File: src/sv/fmcr_pkg.sv
// ----------------------------------------------------------------------------
// fmcr_pkg
// Shared sizes, byte codes and state encoding of the framed memory
// command responder.
// ----------------------------------------------------------------------------
package fmcr_pkg;

  localparam int unsigned DATA_MAX       = 32;
  localparam int unsigned MEMORY_DEPTH   = 64;
  localparam int unsigned FUNCTION_SLOTS = 16;

  localparam int unsigned BUF_AW = (DATA_MAX > 1) ? $clog2(DATA_MAX) : 1;
  localparam int unsigned MEM_AW = (MEMORY_DEPTH > 1) ? $clog2(MEMORY_DEPTH) : 1;
  localparam int unsigned CNT_W  = $clog2(DATA_MAX + 1);

  localparam logic [7:0] FRAME_OPEN  = 8'h5B;  // '['
  localparam logic [7:0] FRAME_CLOSE = 8'h5D;  // ']'
  localparam logic [7:0] REPLY_OPEN  = 8'h7B;  // '{'
  localparam logic [7:0] REPLY_CLOSE = 8'h7D;  // '}'
  localparam logic [7:0] SUM_GOOD    = 8'hFF;
  localparam logic [7:0] OUT_OF_RANGE = 8'hFF;
  localparam logic [7:0] HEAD_BYTES  = 8'd6;

  typedef enum logic [2:0] {
    REG_READ_OP   = 3'd0,
    REG_WRITE_OP  = 3'd1,
    REG_CALL_OP   = 3'd2,
    REG_ERROR_OP  = 3'd3,
    REG_BAD_PARAM = 3'd4,
    REG_UNK_FUNC  = 3'd5
  } reg_idx_e;

  typedef enum logic [4:0] {
    ST_HUNT, ST_LEN, ST_ID, ST_CMD, ST_DATA, ST_SUM, ST_END,
    ST_WR_A, ST_WR_B, ST_WR_C,
    ST_OPEN, ST_RLEN, ST_RID, ST_RCMD,
    ST_RD_BUF, ST_RD_MEM, ST_RD_OUT, ST_CODE, ST_CSUM, ST_CLOSE
  } state_e;

endpackage

File: src/sv/fmcr_ram.sv
// ----------------------------------------------------------------------------
// fmcr_ram
// Generic single-write, single-read RAM with a registered read port.
// ----------------------------------------------------------------------------
module fmcr_ram #(
  parameter int unsigned WIDTH = 8,
  parameter int unsigned DEPTH = 32
) (
  input  logic                                   clk_i,
  input  logic                                   we_i,
  input  logic [((DEPTH > 1) ? $clog2(DEPTH) : 1)-1:0] waddr_i,
  input  logic [WIDTH-1:0]                       wdata_i,
  input  logic [((DEPTH > 1) ? $clog2(DEPTH) : 1)-1:0] raddr_i,
  output logic [WIDTH-1:0]                       rdata_o
);

  logic [WIDTH-1:0] mem_q [DEPTH];

  always_ff @(posedge clk_i) begin
    if (we_i) begin
      mem_q[waddr_i] <= wdata_i;
    end
    rdata_o <= mem_q[raddr_i];
  end

endmodule

File: src/sv/framed_memory_command_responder.sv
// ----------------------------------------------------------------------------
// framed_memory_command_responder
// Parses '['-framed command frames from a byte stream and answers with
// '{'-framed replies built from a data buffer and a byte memory.
// ----------------------------------------------------------------------------
// Usage: received bytes enter on the s_axis channel, one beat per byte, with
// tuser set when the inter-byte gap expired (the frame is dropped and the byte
// ignored). While a frame is parsed every beat is taken at once. After a
// good closing byte the block drops s_axis_tready and runs the command:
// a write steps through ST_WR_A, ST_WR_B and ST_WR_C for each address/value
// pair, a reply is sent on m_axis at one byte per cycle for header and trailer
// bytes, and each read byte passes ST_RD_BUF, ST_RD_MEM and ST_RD_OUT, bound
// by the buffer RAM and memory RAM reads in series. tlast marks the closing
// '}' of each reply. A reply holds at most DATA_MAX+6 bytes. When the receiver
// stalls, the output register holds its beat and the command engine waits;
// input stays blocked until the reply has been handed to the output register.
// Configuration writes on the cfg channel are always taken (cfg_ready_o=1)
// and must only be issued while the block is idle.
// Reset returns the parser to hunting for '[', loads the default opcodes and
// marks every memory cell as zero through per-cell valid bits; no clearing
// pass is needed.
// ----------------------------------------------------------------------------
module framed_memory_command_responder (
  input  logic       clk_i,
  input  logic       rst_ni,
  input  logic       s_axis_tvalid,
  output logic       s_axis_tready,
  input  logic [7:0] s_axis_tdata,   // [7:0] rx_byte
  input  logic       s_axis_tuser,   // [0] gap_timeout
  output logic       m_axis_tvalid,
  input  logic       m_axis_tready,
  output logic [7:0] m_axis_tdata,   // [7:0] tx_byte
  output logic       m_axis_tlast,
  input  logic       cfg_valid_i,
  output logic       cfg_ready_o,
  input  logic [2:0] cfg_index_i,
  input  logic [7:0] cfg_data_i
);
  import fmcr_pkg::*;

  state_e state_q, state_d;
  logic [7:0] len_q, len_d, id_q, id_d, cmd_q, cmd_d, sum_q, sum_d;
  logic [7:0] first_q, first_d, ck_q, ck_d;
  logic [CNT_W-1:0] cnt_q, cnt_d;
  logic [5:0] idx_q, idx_d;
  logic [7:0] rep_n_q, rep_n_d, rep_cmd_q, rep_cmd_d, code_q, code_d;
  logic rep_rd_q, rep_rd_d, oor_q, oor_d;
  logic [MEM_AW-1:0] maddr_q, maddr_d;
  logic [MEM_AW-1:0] waddr_q, waddr_d;
  logic [MEMORY_DEPTH-1:0] mvld_q, mvld_d;
  logic [7:0] rd_op_q, wr_op_q, call_op_q, err_op_q, bad_q, unk_q;
  logic       tvalid_q, tlast_q;
  logic [7:0] tdata_q;

  logic             buf_we;
  logic [BUF_AW-1:0] buf_waddr, buf_raddr;
  logic [7:0]       buf_rdata, mem_rdata;
  logic             mem_we;
  logic [MEM_AW-1:0] mem_raddr;

  logic       acc, out_free, emit, emit_last, waddr_ok;
  logic [7:0] c, emit_byte, mem_byte;

  assign c             = s_axis_tdata;
  assign s_axis_tready = (state_q == ST_HUNT) || (state_q == ST_LEN) ||
                         (state_q == ST_ID) || (state_q == ST_CMD) ||
                         (state_q == ST_DATA) || (state_q == ST_SUM) ||
                         (state_q == ST_END);
  assign acc           = s_axis_tvalid && s_axis_tready;
  assign out_free      = !tvalid_q || m_axis_tready;
  assign cfg_ready_o   = 1'b1;
  assign mem_byte      = oor_q ? OUT_OF_RANGE : (mvld_q[maddr_q] ? mem_rdata : 8'd0);
  assign waddr_ok      = {1'b0, buf_rdata} < 9'(MEMORY_DEPTH);

  fmcr_ram #(.WIDTH(8), .DEPTH(DATA_MAX)) u_buf (
    .clk_i   (clk_i),
    .we_i    (buf_we),
    .waddr_i (buf_waddr),
    .wdata_i (c),
    .raddr_i (buf_raddr),
    .rdata_o (buf_rdata)
  );

  fmcr_ram #(.WIDTH(8), .DEPTH(MEMORY_DEPTH)) u_mem (
    .clk_i   (clk_i),
    .we_i    (mem_we),
    .waddr_i (waddr_q),
    .wdata_i (buf_rdata),
    .raddr_i (mem_raddr),
    .rdata_o (mem_rdata)
  );

  always_comb begin
    state_d = state_q; len_d = len_q; id_d = id_q; cmd_d = cmd_q; sum_d = sum_q;
    first_d = first_q; ck_d = ck_q; cnt_d = cnt_q; idx_d = idx_q;
    rep_n_d = rep_n_q; rep_cmd_d = rep_cmd_q; code_d = code_q; rep_rd_d = rep_rd_q;
    oor_d = oor_q; maddr_d = maddr_q; waddr_d = waddr_q; mvld_d = mvld_q;
    buf_we = 1'b0; buf_waddr = cnt_q[BUF_AW-1:0]; buf_raddr = idx_q[BUF_AW-1:0];
    mem_we = 1'b0; mem_raddr = buf_rdata[MEM_AW-1:0];
    emit = 1'b0; emit_byte = 8'd0; emit_last = 1'b0;

    unique case (state_q)
      ST_HUNT: begin
        if (acc && !s_axis_tuser && c == FRAME_OPEN) state_d = ST_LEN;
      end
      ST_LEN: begin
        if (acc) begin
          len_d = (c >= HEAD_BYTES) ? c - HEAD_BYTES : 8'd0;
          sum_d = c;
          state_d = ST_ID;
        end
      end
      ST_ID: begin
        if (acc) begin
          id_d = c; sum_d = sum_q + c; state_d = ST_CMD;
        end
      end
      ST_CMD: begin
        if (acc) begin
          cmd_d = c; sum_d = sum_q + c; cnt_d = '0;
          state_d = (len_q == 8'd0) ? ST_SUM : ST_DATA;
        end
      end
      ST_DATA: begin
        if (acc) begin
          if (32'(cnt_q) >= DATA_MAX) begin
            state_d = ST_HUNT;
          end else begin
            buf_we = 1'b1;
            if (cnt_q == '0) first_d = c;
            sum_d = sum_q + c;
            cnt_d = cnt_q + 1'b1;
            if (8'(cnt_d) >= len_q) state_d = ST_SUM;
          end
        end
      end
      ST_SUM: begin
        if (acc) begin
          sum_d = sum_q + c; state_d = ST_END;
        end
      end
      ST_END: begin
        if (acc) begin
          state_d = ST_HUNT;
          idx_d = '0;
          if (c == FRAME_CLOSE && sum_q == SUM_GOOD) begin
            rep_rd_d = 1'b0;
            rep_n_d = 8'd1;
            rep_cmd_d = err_op_q;
            code_d = bad_q;
            if (cmd_q == rd_op_q) begin
              if (id_q != 8'd0) begin
                state_d = ST_OPEN;
                if (len_q != 8'd0) begin
                  rep_rd_d = 1'b1; rep_n_d = len_q; rep_cmd_d = rd_op_q;
                end
              end
            end else if (cmd_q == wr_op_q) begin
              if (len_q == 8'd0 || len_q[0]) begin
                if (id_q != 8'd0) state_d = ST_OPEN;
              end else begin
                code_d = 8'd0;
                state_d = ST_WR_A;
              end
            end else if (cmd_q == call_op_q) begin
              if (id_q != 8'd0) begin
                state_d = ST_OPEN;
                if (len_q != 8'd0 && 32'(first_q) < FUNCTION_SLOTS) code_d = unk_q;
              end
            end
          end
        end
      end
      ST_WR_A: state_d = ST_WR_B;
      ST_WR_B: begin
        waddr_d = buf_rdata[MEM_AW-1:0];
        oor_d = !waddr_ok;
        buf_raddr = BUF_AW'(idx_q + 6'd1);
        state_d = ST_WR_C;
      end
      ST_WR_C: begin
        if (!oor_q) begin
          mem_we = 1'b1;
          mvld_d[waddr_q] = 1'b1;
          code_d = code_q + 8'd1;
        end
        idx_d = idx_q + 6'd2;
        if (8'(idx_d) + 8'd1 >= len_q) begin
          if (id_q != 8'd0) begin
            rep_n_d = 8'd1; rep_cmd_d = wr_op_q; state_d = ST_OPEN;
          end else begin
            state_d = ST_HUNT;
          end
        end else begin
          state_d = ST_WR_A;
        end
      end
      ST_OPEN: begin
        emit = 1'b1; emit_byte = REPLY_OPEN;
        if (out_free) begin
          idx_d = '0; state_d = ST_RLEN;
        end
      end
      ST_RLEN: begin
        emit = 1'b1; emit_byte = HEAD_BYTES + rep_n_q;
        if (out_free) begin
          ck_d = emit_byte; state_d = ST_RID;
        end
      end
      ST_RID: begin
        emit = 1'b1; emit_byte = id_q;
        if (out_free) begin
          ck_d = ck_q + id_q; state_d = ST_RCMD;
        end
      end
      ST_RCMD: begin
        emit = 1'b1; emit_byte = rep_cmd_q;
        if (out_free) begin
          ck_d = ck_q + rep_cmd_q;
          state_d = rep_rd_q ? ST_RD_BUF : ST_CODE;
        end
      end
      ST_RD_BUF: state_d = ST_RD_MEM;
      ST_RD_MEM: begin
        oor_d = !waddr_ok;
        maddr_d = buf_rdata[MEM_AW-1:0];
        state_d = ST_RD_OUT;
      end
      ST_RD_OUT: begin
        emit = 1'b1; emit_byte = mem_byte;
        if (out_free) begin
          ck_d = ck_q + mem_byte;
          idx_d = idx_q + 6'd1;
          state_d = (8'(idx_d) >= rep_n_q) ? ST_CSUM : ST_RD_BUF;
        end
      end
      ST_CODE: begin
        emit = 1'b1; emit_byte = code_q;
        if (out_free) begin
          ck_d = ck_q + code_q; state_d = ST_CSUM;
        end
      end
      ST_CSUM: begin
        emit = 1'b1; emit_byte = SUM_GOOD - ck_q;
        if (out_free) state_d = ST_CLOSE;
      end
      ST_CLOSE: begin
        emit = 1'b1; emit_byte = REPLY_CLOSE; emit_last = 1'b1;
        if (out_free) state_d = ST_HUNT;
      end
      default: state_d = ST_HUNT;
    endcase

    // A gap timeout drops any frame in progress.
    if (acc && s_axis_tuser) begin
      state_d = ST_HUNT;
      buf_we = 1'b0;
    end
  end

  always_ff @(posedge clk_i or negedge rst_ni) begin
    if (!rst_ni) begin
      state_q   <= ST_HUNT;
      mvld_q    <= '0;
      tvalid_q  <= 1'b0;
      rd_op_q   <= 8'd1;
      wr_op_q   <= 8'd2;
      call_op_q <= 8'd3;
      err_op_q  <= 8'd255;
      bad_q     <= 8'd1;
      unk_q     <= 8'd2;
    end else begin
      state_q <= state_d;
      mvld_q  <= mvld_d;
      if (emit && out_free) begin
        tvalid_q <= 1'b1;
      end else if (m_axis_tready) begin
        tvalid_q <= 1'b0;
      end
      if (cfg_valid_i) begin
        unique case (cfg_index_i)
          REG_READ_OP:   rd_op_q   <= cfg_data_i;
          REG_WRITE_OP:  wr_op_q   <= cfg_data_i;
          REG_CALL_OP:   call_op_q <= cfg_data_i;
          REG_ERROR_OP:  err_op_q  <= cfg_data_i;
          REG_BAD_PARAM: bad_q     <= cfg_data_i;
          REG_UNK_FUNC:  unk_q     <= cfg_data_i;
          default: ;
        endcase
      end
    end
  end

  always_ff @(posedge clk_i) begin
    len_q <= len_d; id_q <= id_d; cmd_q <= cmd_d; sum_q <= sum_d;
    first_q <= first_d; ck_q <= ck_d; cnt_q <= cnt_d; idx_q <= idx_d;
    rep_n_q <= rep_n_d; rep_cmd_q <= rep_cmd_d; code_q <= code_d;
    rep_rd_q <= rep_rd_d; oor_q <= oor_d; maddr_q <= maddr_d; waddr_q <= waddr_d;
    if (emit && out_free) begin
      tdata_q <= emit_byte;
      tlast_q <= emit_last;
    end
  end

  assign m_axis_tvalid = tvalid_q;
  assign m_axis_tdata  = tdata_q;
  assign m_axis_tlast  = tlast_q;

  a_last_is_close: assert property (@(posedge clk_i) disable iff (!rst_ni)
    m_axis_tvalid && m_axis_tlast |-> m_axis_tdata == REPLY_CLOSE)
    else $error("last beat of a reply is not a closing brace");

  a_mem_write_in_range: assert property (@(posedge clk_i) disable iff (!rst_ni)
    mem_we |-> state_q == ST_WR_C && !oor_q)
    else $error("memory written outside a write pair");

  a_reply_needs_id: assert property (@(posedge clk_i) disable iff (!rst_ni)
    state_q == ST_OPEN && $past(state_q) != ST_OPEN |-> id_q != 8'd0)
    else $error("reply started for a frame with id zero");

  a_no_input_during_reply: assert property (@(posedge clk_i) disable iff (!rst_ni)
    emit |-> !s_axis_tready)
    else $error("input taken while a reply is being sent");

endmodule

File: config.mk
export PLATFORM = sky130hd
export DESIGN_NAME = framed_memory_command_responder
export DESIGN_NICKNAME = d
export VERILOG_FILES = /design/src/sv/fmcr_pkg.sv /design/src/sv/fmcr_ram.sv /design/src/sv/framed_memory_command_responder.sv
export SDC_FILE = /design/constraint.sdc
export NUM_CORES = 1
export LEC_CHECK = 0
export BUFFER_PORTS_ARGS = -buffer_cell sky130_fd_sc_hd__buf_4
export CELL_PAD_IN_SITES_DETAIL_PLACEMENT = 0
export CELL_PAD_IN_SITES_GLOBAL_PLACEMENT = 1
export CORE_MARGIN = 2
export CORE_UTILIZATION = 55
export DETAILED_ROUTE_END_ITERATION = 7
export GPL_ROUTABILITY_DRIVEN = 1
export PLACE_DENSITY = 0.84
export REMOVE_ABC_BUFFERS = 1
export SYNTH_ARGS = -nofsm -noshare
export SYNTH_HDL_FRONTEND = slang
export SYNTH_HIERARCHICAL = 1
export SYNTH_SLANG_ARGS = --single-unit
File: constraint.sdc
create_clock -name clk_i -period 5.4 [get_ports clk_i]
set_input_delay 1.08 -clock clk_i [delete_from_list [all_inputs] [get_ports clk_i]]
set_output_delay 1.08 -clock clk_i [all_outputs]
set_load 0.02 [all_outputs]
# Word-level counts from Yosys, hierarchy flattened
# Memory sizes are Yosys's and may differ from the RTL's. A register that Yosys moved wholly into a read port is not among the register bits.
# Index checks and enable logic that the tools add are counted.
[op_classes]
n_mux = 96
n_bitwise = 3
n_reduce_logical = 54
n_eq_ne = 62
n_addsub = 13
n_lt_le_gt_ge = 10
[op_table]
columns = ["op", "n"]
rows = [
  ["8-bit 2-to-1 mux", 34],
  ["5-bit 2-to-1 mux", 25],
  ["5-bit case mux with 20 select lines", 1],
  ["64-bit bitwise OR", 1],
  ["8-bit case mux with 8 select lines", 1],
  ["8-bit case mux with 2 select lines", 3],
  ["8-bit adder", 5],
  ["5-bit by 4-bit equality test with 1-bit output (second input constant)", 8],
  ["8-bit case mux with 5 select lines", 1],
  ["6-bit 2-to-1 mux", 5],
  ["2-bit != test (second input constant)", 14],
  ["8-bit equality test", 3],
  ["3-bit != test (second input constant)", 8],
  ["6-bit case mux with 4 select lines", 1],
  ["8-bit case mux with 3 select lines", 1],
  ["2-bit AND reduction", 11],
  ["5-bit by 3-bit equality test with 1-bit output (second input constant)", 4],
  ["5-bit equality test (second input constant)", 4],
  ["1-bit 2-to-1 mux", 18],
  ["3-bit by 2-bit != test with 1-bit output (second input constant)", 6],
  ["8-bit by 7-bit equality test with 1-bit output (second input constant)", 2],
  ["6-bit by 8-bit >= comparator with 1-bit output", 2],
  ["16-bit AND reduction", 1],
  ["4-bit AND reduction", 4],
  ["other kinds (46)", 75],
]
[word_totals]
ramBits = 768
ff_bits = 225
memories = 2
output_inout_bits = 12
[memory_table]
columns = ["memory", "words", "width", "rd", "rd_clocked_by_memory_dff", "write_ports", "line_no", "rtl"]
rows = [
  ["u_mem.mem_q", 64, 8, 1, 1, 1, "fmcr_ram.sv:17", "logic [WIDTH-1:0] mem_q [DEPTH];"],
  ["u_buf.mem_q", 32, 8, 1, 1, 1, "fmcr_ram.sv:17", ""],
]

# Longest topological paths before layout
[logic_depth]
word_depth = 13
ltp_mapped = 18
depth_no_buf = 16

# Cells and area by module
# The synthesis kept the hierarchy.
[by_module_without_submodules]
columns = ["mod", "seq_area_each_um2", "area_each_um2", "cells_each", "n_inst"]
rows = [
  ["fmcr_ram at u_mem", 15534.9, 20190.6, 972, 1],
  ["framed_memory_command_responder", 6063.3, 11790.1, 1027, 1],
  ["fmcr_ram at u_buf", 7847.5, 10053.4, 417, 1],
]

# Worst setup path after synthesis
# OpenSTA, ideal clock, no wires.
[synth_path]
path_kind = "register -> register"
start = "register state_q[4]"
end = "register u_buf.rdata_o[0] (read register of u_buf.mem_q)"
setup_time_ps = 121
period_less_slack_ps = 3842
slack_ps = 1558
arrival_ps = 3721
path_stages_with_launch = 12
cell_sequence = "dfrtp_1 clkbuf_1 nor2b_1 nand2b_1 nor3_1 nand2_1 xnor2_1 clkbuf_1 clkbuf_1 mux4_2 mux4_2 mux2_2"
[synth_via]
elab_chain_cells = 2
[synth_lines]
columns = ["item", "line_no", "rtl"]
rows = [
  ["start: declaration", "framed_memory_command_responder.sv:41", "state_e state_q, state_d;"],
  ["start signal: assignment", "framed_memory_command_responder.sv:273", "state_q <= state_d;"],
  ["5-bit by 4-bit equality test with 1-bit output", "framed_memory_command_responder.sv:102", "unique case (state_q)"],
  ["5-bit 2-to-1 mux", "framed_memory_command_responder.sv:102", ""],
  ["net buf_raddr[2]", "framed_memory_command_responder.sv:56", "logic [BUF_AW-1:0] buf_waddr, buf_raddr;"],
  ["end: declaration", "fmcr_ram.sv:14", "output logic [WIDTH-1:0] rdata_o"],
]
# The timed path passes the listed nets, and every way through them passes these cells.
# A chain may end at the register's enable or synchronous reset.

# Worst setup path in the final report
[layout_path]
start = "register maddr_q[0]"
end = "register ck_q[7], data pin"
[layout_via]
elab_chain_cells = 7
[layout_lines]
columns = ["item", "line_no", "rtl"]
rows = [
  ["start: declaration", "framed_memory_command_responder.sv:48", "logic [MEM_AW-1:0] maddr_q, maddr_d;"],
  ["start signal: assignment", "framed_memory_command_responder.sv:298", "rep_rd_q <= rep_rd_d; oor_q <= oor_d; maddr_q <= maddr_d; waddr_q <= waddr_d;"],
  ["1-bit binary-select mux with 6-bit select", "framed_memory_command_responder.sv:72", "assign mem_byte = oor_q ? OUT_OF_RANGE : (mvld_q[maddr_q] ? mem_rdata : 8'd0);"],
  ["1-bit 2-to-1 mux (implied by the code)", "framed_memory_command_responder.sv:72", ""],
  ["8-bit 2-to-1 mux (2 in series)", "framed_memory_command_responder.sv:72", ""],
  ["8-bit adder", "framed_memory_command_responder.sv:232", "ck_d = ck_q + mem_byte;"],
  ["8-bit 2-to-1 mux", "framed_memory_command_responder.sv:231", "if (out_free) begin"],
  ["8-bit case mux with 5 select lines", "framed_memory_command_responder.sv:102", ""],
  ["net ck_d[7]", "framed_memory_command_responder.sv:43", "logic [7:0] first_q, first_d, ck_q, ck_d;"],
  ["end signal: assignment", "framed_memory_command_responder.sv:296", "first_q <= first_d; ck_q <= ck_d; cnt_q <= cnt_d; idx_q <= idx_d;"],
  ["end: declaration", "framed_memory_command_responder.sv:43", ""],
]
# The timed path passes the listed nets, and every way through them passes these cells. The select of a mux whose other input is x is not followed.

==> results.sh <==
export IMPL_peakVddDrop_v=0.000281
export IMPL_fin_crit_ns=4.57
export IMPL_holdWs_ns=0.463
export IMPL_hp_class="flip-flop to flip-flop"
export IMPL_design_core_area_um2=75800
export IMPL_largest_reg_flops=512
export IMPL_fin_cells=3528
export IMPL_p_leak_uw=0.0156
export IMPL_grt_max_degree=84
export IMPL_drv_slew=0
export IMPL_num_rows=101
export IMPL_setup_violations_final=0
export IMPL_async_flop_share_pct=11.7
export IMPL_final_common_cell="edfxtp_1"
export IMPL_dpl_hpwl_um=58800
export IMPL_clk_latency_ns=0.68
export IMPL_antenna_left=0
export IMPL_relSlewSlack_pct=14.6
export IMPL_place_inst=3344
export IMPL_cp_common_cell="a21oi_1"
export IMPL_fmax_mhz=219
export IMPL_viasPerCell=6.37
export IMPL_syn_area_um2=42000
export IMPL_critPathCaptureType="flip-flop"
export IMPL_cap_viol_max_count=0
export IMPL_synth_seq_cells=1005
export IMPL_yosysSeqAreaShare_pct=70.1
export IMPL_grt_ovfl_total=0
export IMPL_die_height_um=280
export IMPL_top_regs="u_mem/mem_q x512, u_buf/mem_q x256, mvld_q x64"
export IMPL_crit_fanout=13
export IMPL_yosys_warnings=6
export IMPL_crit_slowest_cell="edfxtp_1"
export IMPL_cts_max_level=3
export IMPL_avgSynthCellArea_um2=17.4
export IMPL_final_cell_mix="871 x edfxtp_1, 213 x mux4_2, 188 x nor2_1"
export IMPL_cp_start_kind="flip-flop"
export IMPL_grt_pass1_wl_um=144000
export IMPL_wirelength_um=94700
export IMPL_finalHoldViolCount=0
export IMPL_nets=2536
export IMPL_ctsResizeCount=0
export IMPL_worstSetupPathType="flip-flop to flip-flop"
export IMPL_cts_buffers=99
export IMPL_portBuffers=35
export IMPL_tightestPinTransition_ns=1.28
export IMPL_drt_iter0_markers=2354
export IMPL_path_cells="mux4_1 -> mux2i_1 -> a21oi_1 -> nor3_1 -> o22a_2 -> nor2_4 -> a221oi_2 -> nand2_1 -> ha_1 -> a21o_1 -> a21oi_1 -> o21ai_1 -> o41ai_1 -> xor2_1 -> xnor2_1 -> a21oi_1"
export IMPL_boundaryPins=37
export IMPL_route_detailed_drc=0
export IMPL_cts_root_buf="clkbuf_16"
export IMPL_placed_cell_area_um2=43300
export IMPL_synth_edf_count=871
export IMPL_layout_drive_gt1_share_pct=21.3
export IMPL_status="completed"
export IMPL_cp_data_required_time_ns=5.81
export IMPL_r2r_slack_ns=0.83
export IMPL_start_util_pct=55.4
export IMPL_vias=22500
export IMPL_grt_pass1_vias=23000
export IMPL_synthCells=2416
export IMPL_finalInstanceArea_um2=46600
export IMPL_gp_congestion=0.912
export IMPL_firstDrtPassIters=6
export IMPL_worst_path_largest_cell_delay_ns=0.75
export IMPL_cts_path_max_buffers=3
export IMPL_fin_crit_sh_pct=84.6
export IMPL_final_util_pct=61.5
export IMPL_cts_reportedPaths_clkPinSlew_ns=0.06
export IMPL_power_density_nw_per_um2=379
export IMPL_yosysUniqueCellTypes=83
export IMPL_die_area_um2=78700
export IMPL_antenna_found_initial=3
export IMPL_grt_total_usage_pct=24.5
export IMPL_rsz0062_at_grt="false"
export IMPL_postCtsSetupRepairBufs=0
export IMPL_clock_sinks=1005
export IMPL_clock_skew_ns=0.0469
export IMPL_ctsHoldBuffers=0
export IMPL_n_antenna_cell=0
export IMPL_area_growth_pct=10.8
export IMPL_regMostFlops="u_mem/mem_q"
export IMPL_crit_arrival_ns=4.98
export IMPL_ys_flop_type="edfxtp_1"
export IMPL_cts_tree="built"
export IMPL_drt_wirelength_per_cell_um=26.8
export IMPL_die_w_um=280
-- final timing paths --
path,cells past startpoint,to,startpoint
worst max-delay path,16,ck_q[7],maddr_q[0]
worst min-delay path,1,mvld_q[38],mvld_q[38]
worst max register to register,16,ck_q[7],maddr_q[0]
worst min register to register,1,mvld_q[38],mvld_q[38]
max in group asynchronous,2,mvld_q[55],rst_ni
min in group asynchronous,1,m_axis_tvalid,rst_ni
-- Yosys cell counts (7+ instances only) --
| library cell | n | area [um2] |
|---|---|---|
| edfxtp_1 | 871 | 26200 |
| nand4_1 | 11 | 68.8 |
| or3b_2 | 8 | 70.1 |
| nand3b_1 | 15 | 113 |
| o21ai_0 | 26 | 130 |
| nand3_1 | 43 | 215 |
| xor2_1 | 37 | 324 |
| nor2_1 | 189 | 709 |
| dfxtp_1 | 16 | 320 |
| and2_1 | 7 | 43.8 |
| nor4_1 | 11 | 68.8 |
| nand2_1 | 107 | 402 |
| a21oi_1 | 35 | 175 |
| or2_2 | 9 | 56.3 |
| nor2b_1 | 26 | 163 |
| buf_4 | 19 | 143 |
| buf_1 | 13 | 48.8 |
| inv_1 | 29 | 109 |
| mux4_2 | 213 | 4800 |
| o21ai_1 | 27 | 135 |
| ha_1 | 42 | 526 |
| mux2i_1 | 41 | 410 |
| a211oi_1 | 8 | 60.1 |
| dfstp_2 | 14 | 368 |
| or3_1 | 12 | 75.1 |
| o21bai_1 | 49 | 368 |
| a221oi_1 | 7 | 61.3 |
| buf_2 | 19 | 95.1 |
| nor3_1 | 26 | 130 |
| clkbuf_1 | 56 | 210 |
| a31oi_1 | 9 | 56.3 |
| a22oi_1 | 10 | 75.1 |
| a221oi_2 | 7 | 105 |
| o221ai_1 | 8 | 70.1 |
| a22o_1 | 8 | 70.1 |
| mux2_1 | 15 | 169 |
| nand2b_1 | 19 | 119 |
| o22ai_1 | 37 | 231 |
| mux2_2 | 50 | 563 |
| buf_6 | 8 | 90.1 |
| o211ai_1 | 9 | 67.6 |
| dfrtp_1 | 104 | 2600 |
| xnor2_1 | 35 | 307 |
| a21o_1 | 29 | 218 |
-- per-layer routing --
layer / up-vias / track usage (%) / wire [um]
li1: 9704 / - / -
met1: 11700 / 34.5 / 38600
met2: 936 / 39.4 / 46200
met3: 191 / 3.91 / 7010
met4: 2 / 7.94 / 2860
met5: - / 0 / 12
-- cell families (layout without fill, tap and decap cells) --
logic type / after synthesis / in the layout / synth area share [%]
AOI/OAI and AO/OA: 301 / 301 / 5.03
xor gates and xnor gates: 72 / 72 / 1.50
adders and majority gates: 44 / 44 / 1.35
buffers and inverters: 151 / 285 / 1.76
DFF: 1005 / 1005 / 70.1
muxes: 321 / 321 / 14.3
other: 1 / 1 / 0.00892
and+or+nand+nor: 521 / 521 / 6.05
-- power breakdown --
group          switching [uW]  internal (uW)  leakage (uW)
Combinational             974            686       0.00444
Sequential                261           8770       0.00954
Clock                    2970           3980       0.00162
-- area by class of cell --
cell class	instances	area, um2
Clock buffer	119	2620
Clock inverter	65	698
Fill cell	5295	29200
Inverter	34	128
Multi-Input combinational cell	1260	11900
Sequential cell	1005	29500
Tap cell	978	1220
Timing Repair Buffer	67	566
-- per-stage QoR --
| stage | worst slack [ns] | setup TNS, ns | power [uW] |
|---|---|---|---|
| 2_1_floorplan | -3.18 | -162.37 | 10300 |
| 6_report | 0.834 | 0 | 17600 |
| 3_5_place_dp | 0.902 | 0 | 10800 |
| 3_3_place_gp | 0.956 | 0 | 10800 |
| 5_1_grt | 0.427 | 0 | 18200 |
| 4_1_cts | 0.864 | 0 | 17800 |
-- critical path, delay by kind of cell (launching register included) --
family / cells / cell delay, ns
multiplexers: 2 / 0.82
adder cells (fa/ha/maj): 1 / 0.30
XOR/XNOR: 2 / 0.34
AND/OR/NAND/NOR: 3 / 0.54
AO/OA/AOI/OAI: 8 / 1.57
flip-flops: 1 / 0.75
Note: power is estimated with default switching activity, not from simulation.
